==> config.mk <==
export PLATFORM = sky130hd
export DESIGN_NAME = edd_ram
export DESIGN_NICKNAME = d
export VERILOG_FILES = /design/src/design/edd_ram.sv
export SDC_FILE = /design/constraint.sdc
export NUM_CORES = 1
export LEC_CHECK = 0
export BUFFER_PORTS_ARGS = -buffer_cell sky130_fd_sc_hd__clkbuf_2
export CAP_MARGIN = 10
export CORE_MARGIN = 2
export CORE_UTILIZATION = 65
export CTS_CLUSTER_SIZE = 10
export DETAILED_ROUTE_END_ITERATION = 10
export MAX_ROUTING_LAYER = met4
export PLACE_DENSITY = 0.86
export SLEW_MARGIN = 20
export SYNTH_ARGS = -nofsm -noshare
export SYNTH_HDL_FRONTEND = slang
export SYNTH_SLANG_ARGS = --single-unit
==> constraint.sdc <==
create_clock -name clk_i -period 3.1 [get_ports clk_i]
set_clock_uncertainty 0.1 [all_clocks]
set_input_delay 0.155 -clock clk_i [delete_from_list [all_inputs] [get_ports clk_i]]
set_output_delay 0.155 -clock clk_i [all_outputs]
set_load 0.03 [all_outputs]
==> src/design/edd_ram.sv <==
// Generic single-write, single-read synchronous RAM with registered read data.
// No dependencies.

module edd_ram #(
  parameter int unsigned WIDTH = 8,
  parameter int unsigned DEPTH = 64,
  localparam int unsigned AW   = $clog2(DEPTH)
) (
  input  logic             clk_i,
  input  logic             we_i,
  input  logic [AW-1:0]    waddr_i,
  input  logic [WIDTH-1:0] wdata_i,
  input  logic             re_i,
  input  logic [AW-1:0]    raddr_i,
  output logic [WIDTH-1:0] rdata_o
);

  logic [WIDTH-1:0] mem_q [DEPTH];
  logic [WIDTH-1:0] rdata_q;

  always_ff @(posedge clk_i) begin
    if (we_i) begin
      mem_q[waddr_i] <= wdata_i;
    end
    if (re_i) begin
      rdata_q <= mem_q[raddr_i];
    end
  end

  assign rdata_o = rdata_q;

endmodule

# Yosys cells after proc, flatten, opt, wreduce, memory -nomap -nowiden
# Memory sizes are Yosys's and may differ from the RTL's. A register that Yosys moved wholly into a read port is not among the register bits.
# Cells that the tools add are included.
[totals]
word_cells = 3
ramBits = 512
romBits = 0
memories = 1
ff_bits = 0
latch_bits = 0
[mem_list]
columns = ["name", "words", "width", "read_ports", "rd_clocked_by_memory_dff", "wr", "line_no", "rtl"]
rows = [
  ["mem_q", 64, 8, 1, 1, 1, "18", "logic [WIDTH-1:0] mem_q [DEPTH];"],
]
[classes]
n_addsub = 0
div = 0
muxes = 2
n_reduce_logical = 0
bitwise_logic = 0
n_eq_ne = 0
n_shift = 0
multipliers = 0
order_cmp = 0
[ops]
columns = ["cell", "count"]
rows = [
  ["$mux W1", 2],
]

# Logic depth before layout (Yosys ltp)
[logic_depth]
word_depth = 2
ltp_mapped = 9
ltp_nobuf = 5

# Least setup slack after synthesis
# OpenSTA, ideal clock, no wires.
[synth_path]
kind = "input port to flip-flop"
startpoint = "in raddr_i[1]"
endpoint = "reg rdata_q[3], in the netlist rdata_o[3] (read register of mem_q) (data pin)"
stages = 7
arrival_time_ns = 1.695
n_path_buf = 3
t_required_ns = 2.734
setup_time_ns = 0.266
path_slack_ns = 1.039
cell_sequence = "buf_4 -> buf_2 -> buf_2 -> mux4_2 -> mux4_2 -> o21ai_1 -> o41ai_1"
[synth_rtl]
columns = ["item", "line_no", "rtl"]
rows = [
  ["start, declared", "14", "input logic [AW-1:0] raddr_i,"],
  ["end, declared", "19", "logic [WIDTH-1:0] rdata_q;"],
]

==> impl_metrics.py <==
metrics = {
    "run_status": {
        "status": "finished clean",
    },
    "finish": {
        "mostFrequentLayoutCell": "edfxtp_1",
        "seq_area_um2": 15600,
        "stdcell_area_um2": 22600,
        "fillers": 1547,
        "syn2layout_area_growth_pct": 11.7,
        "final_core_util_pct": 73.7,
        "multi_input_area_um2": 4320,
        "final_cell_mix": "edfxtp_1 (520), mux4_2 (126), nor2_1 (83)",
        "fin_nets": 1063,
        "layout-drive-gt1-share_pct": 28.0,
        "final_cells": 1440,
    },
    "critical_path": {
        "cp.arrival_ps": 2720,
        "end_kind": "register",
        "cp.required_ps": 3310,
        "cp_cell_sequence": "mux4_2 -> mux2_2 -> o221a_2 -> nor3_1 -> o32ai_1",
        "critPathLaunchType": "register",
        "cpMaxStageDelayCell": "nor3_1",
        "cp_max_fo": 1,
        "cp_slowest_stage_delay_ps": 500,
        "critical_path_class": "reg2reg",
    },
    "pwr": {
        "switchingPower_w": 0.00294,
        "comb_power_share_pct": 5.3,
        "pwr-share-clk_pct": 40.1,
        "p_leak_nw": 7.16,
        "sw_frac_of_total_pct": 20.5,
        "power.density_nw_per_um2": 634,
        "p_seq_share_pct": 54.6,
        "p_int_w": 0.0114,
        "ir_drop_v": 0.000488,
    },
    "place": {
        "placed_area_um2": 21100,
        "port_buffers": 30,
        "gp_congestion": 0.878,
        "placed_cells": 1375,
        "dp_worst_setup_slack_ps": 376,
        "dp_hpwl_um": 27000,
    },
    "global_routing": {
        "grt_pass1_vias": 10646,
        "grt_use_total_pct": 30.9,
        "grt-ovfl-total": 0,
        "grt_max_degree": 65,
        "grt_first_pass_wirelength_um": 70900,
        "antenna_found_initial": 2,
    },
    "sta": {
        "hold_violations": 0,
        "tightest_slew_ps": 884,
        "slew_headroom_pct": 40.9,
        "finalSetupViolations": 0,
        "grt_setup_unrepaired": "no",
        "timing.fmax_mhz": 398,
        "setup_ws_ps": 587,
        "post-route-period-util_pct": 81.1,
        "period_minus_slack_ps": 2510,
        "final.setup.tns_ps": 0,
        "maxSlewViolCount": 0,
    },
    "flow_run": {
        "max_cap_violations": 0,
    },
    "synth": {
        "synth_cell_types": 39,
        "ys.flop_type": "edfxtp_1",
        "synth_edf_count": 520,
        "synthCells": 940,
        "synthArstFlopShare_pct": 0,
        "yosysSeqAreaShare_pct": 77.1,
        "syn_nets": 963,
        "synth-seq-cells": 520,
        "syn_area_per_cell_um2": 21.5,
        "yosys_warnings": 0,
        "syn_area_um2": 20200,
    },
    "detailed_routing": {
        "drc": 0,
        "drt-total-wl_um": 47300,
        "final_antenna_net_count": 0,
        "firstDrtPassIters": 5,
        "drtIter0Drc": 1987,
        "wl_per_cell_um": 32.8,
        "num_vias": 10359,
        "avgViaCountPerCell": 7.19,
    },
    "floorplan": {
        "die_x_um": 180,
        "core_area_um2": 30700,
        "pin_count": 31,
        "core.rowCount": 64,
        "die_area_um2": 32600,
        "die_h_um": 180,
        "start_util_pct": 66.0,
    },
    "hold_path": {
        "min_path_type": "in2reg",
    },
    "clock_tree": {
        "cts_max_level": 2,
        "cts_tree": "built",
        "clkLatencyLatePin_ps": 580,
        "cts_root_buf": "clkbuf_16",
        "clock_sinks": 520,
        "cts_buffers": 58,
        "clk_path_buf_depth": 3,
        "clkTransAtPathRegs_ps": 50,
        "cts_setup_buffers": 0,
    },
}
[repair_timing]
| item | CTS | global route |
|---|---|---|
| setup endpoints to repair | 0 | 0 |
| gates resized for setup | 0 | 0 |
| hold endpoints to repair | 8 | 0 |
| hold buffers | 1 | 0 |
[cell usage after synthesis (7+ instances only)]
cell,number,area share (%)
o221ai_1,8,0.35
mux2_2,13,0.72
buf_4,13,0.48
nand3_1,13,0.32
o22ai_1,8,0.25
nand2_1,19,0.35
nor3_1,7,0.17
mux4_2,126,14
nor2b_1,14,0.43
nor2_1,83,1.5
nand2b_1,7,0.22
edfxtp_1,520,77
clkbuf_1,17,0.32
mux2i_1,23,1.1
buf_2,11,0.27
[flip-flops by register name, summed over array words and instances, names as in the netlist]
signal   count
mem_q      512
rdata_o      8
[path summary, 6_finish.rpt]
kind / startpoint / to / slack [ps] / depth (start not counted)
worst max-delay path: mem_q[20][4] / rdata_o[4] / 590 / 5
worst min-delay path: waddr_i[2] / mem_q[49][7] / 20 / 2
worst min register to register: mem_q[4][7] / rdata_o[7] / 830 / 4
worst max register to register: mem_q[20][4] / rdata_o[4] / 590 / 5
[critical path, delay by kind of cell, from the launching register on]
family          cells  cell delay, ps
mux                 2             790
compound gates      2             460
simple gates        1             500
flops               1             400
[per-stage QoR]
stage,hold slack [ps],total power [W]
2_1_floorplan,154,0.00839
3_3_place_gp,472,0.00867
3_5_place_dp,472,0.00870
4_1_cts,15.4,0.0143
5_1_grt,58.1,0.0147
6_report,20.5,0.0143
[kinds of logic (layout without fill, tap and decap cells)]
| logic type | count (synthesis) | after routing | synth area share (%) |
|---|---|---|---|
| buffers and inverters | 51 | 153 | 1.56 |
| flip-flops | 520 | 520 | 77.1 |
| other | 0 | 2 | 0 |
| AO/OA/AOI/OAI | 54 | 54 | 2.06 |
| multiplexers | 162 | 162 | 15.9 |
| AND/OR/NAND/NOR | 153 | 153 | 3.37 |
[power by group through the flow]
stage,registers (W),clock network (W),logic (W)
global placement,0.00797,0,0.000699
detailed placement,0.00797,0,0.000726
CTS,0.00783,0.00577,0.000744
finish,0.00783,0.00575,0.000757
global route,0.00783,0.00603,0.000796
floorplan,0.00798,0,0.000415
[cell type report]
class,instances,share of cell area (%)
Antenna cell,2,0.0221
Clock buffer,59,6.53
Clock inverter,3,0.0941
Multi-Input combinational cell,369,19.1
Sequential cell,520,69.1
Tap cell,396,2.19
Timing Repair Buffer,91,3.03
[layer usage]
layer / wire (µm) / vias up / share of wire, % / GRT usage, %
li1: - / 4090 / - / -
met1: 16900 / 5266 / 36 / 42.7
met2: 22800 / 844 / 48 / 46.5
met3: 5730 / 159 / 12 / 7.28
met4: 1900 / 0 / 4.0 / 10.5
met5: 0 / - / 0 / -
Note: power is estimated with default switching activity, not from simulation.
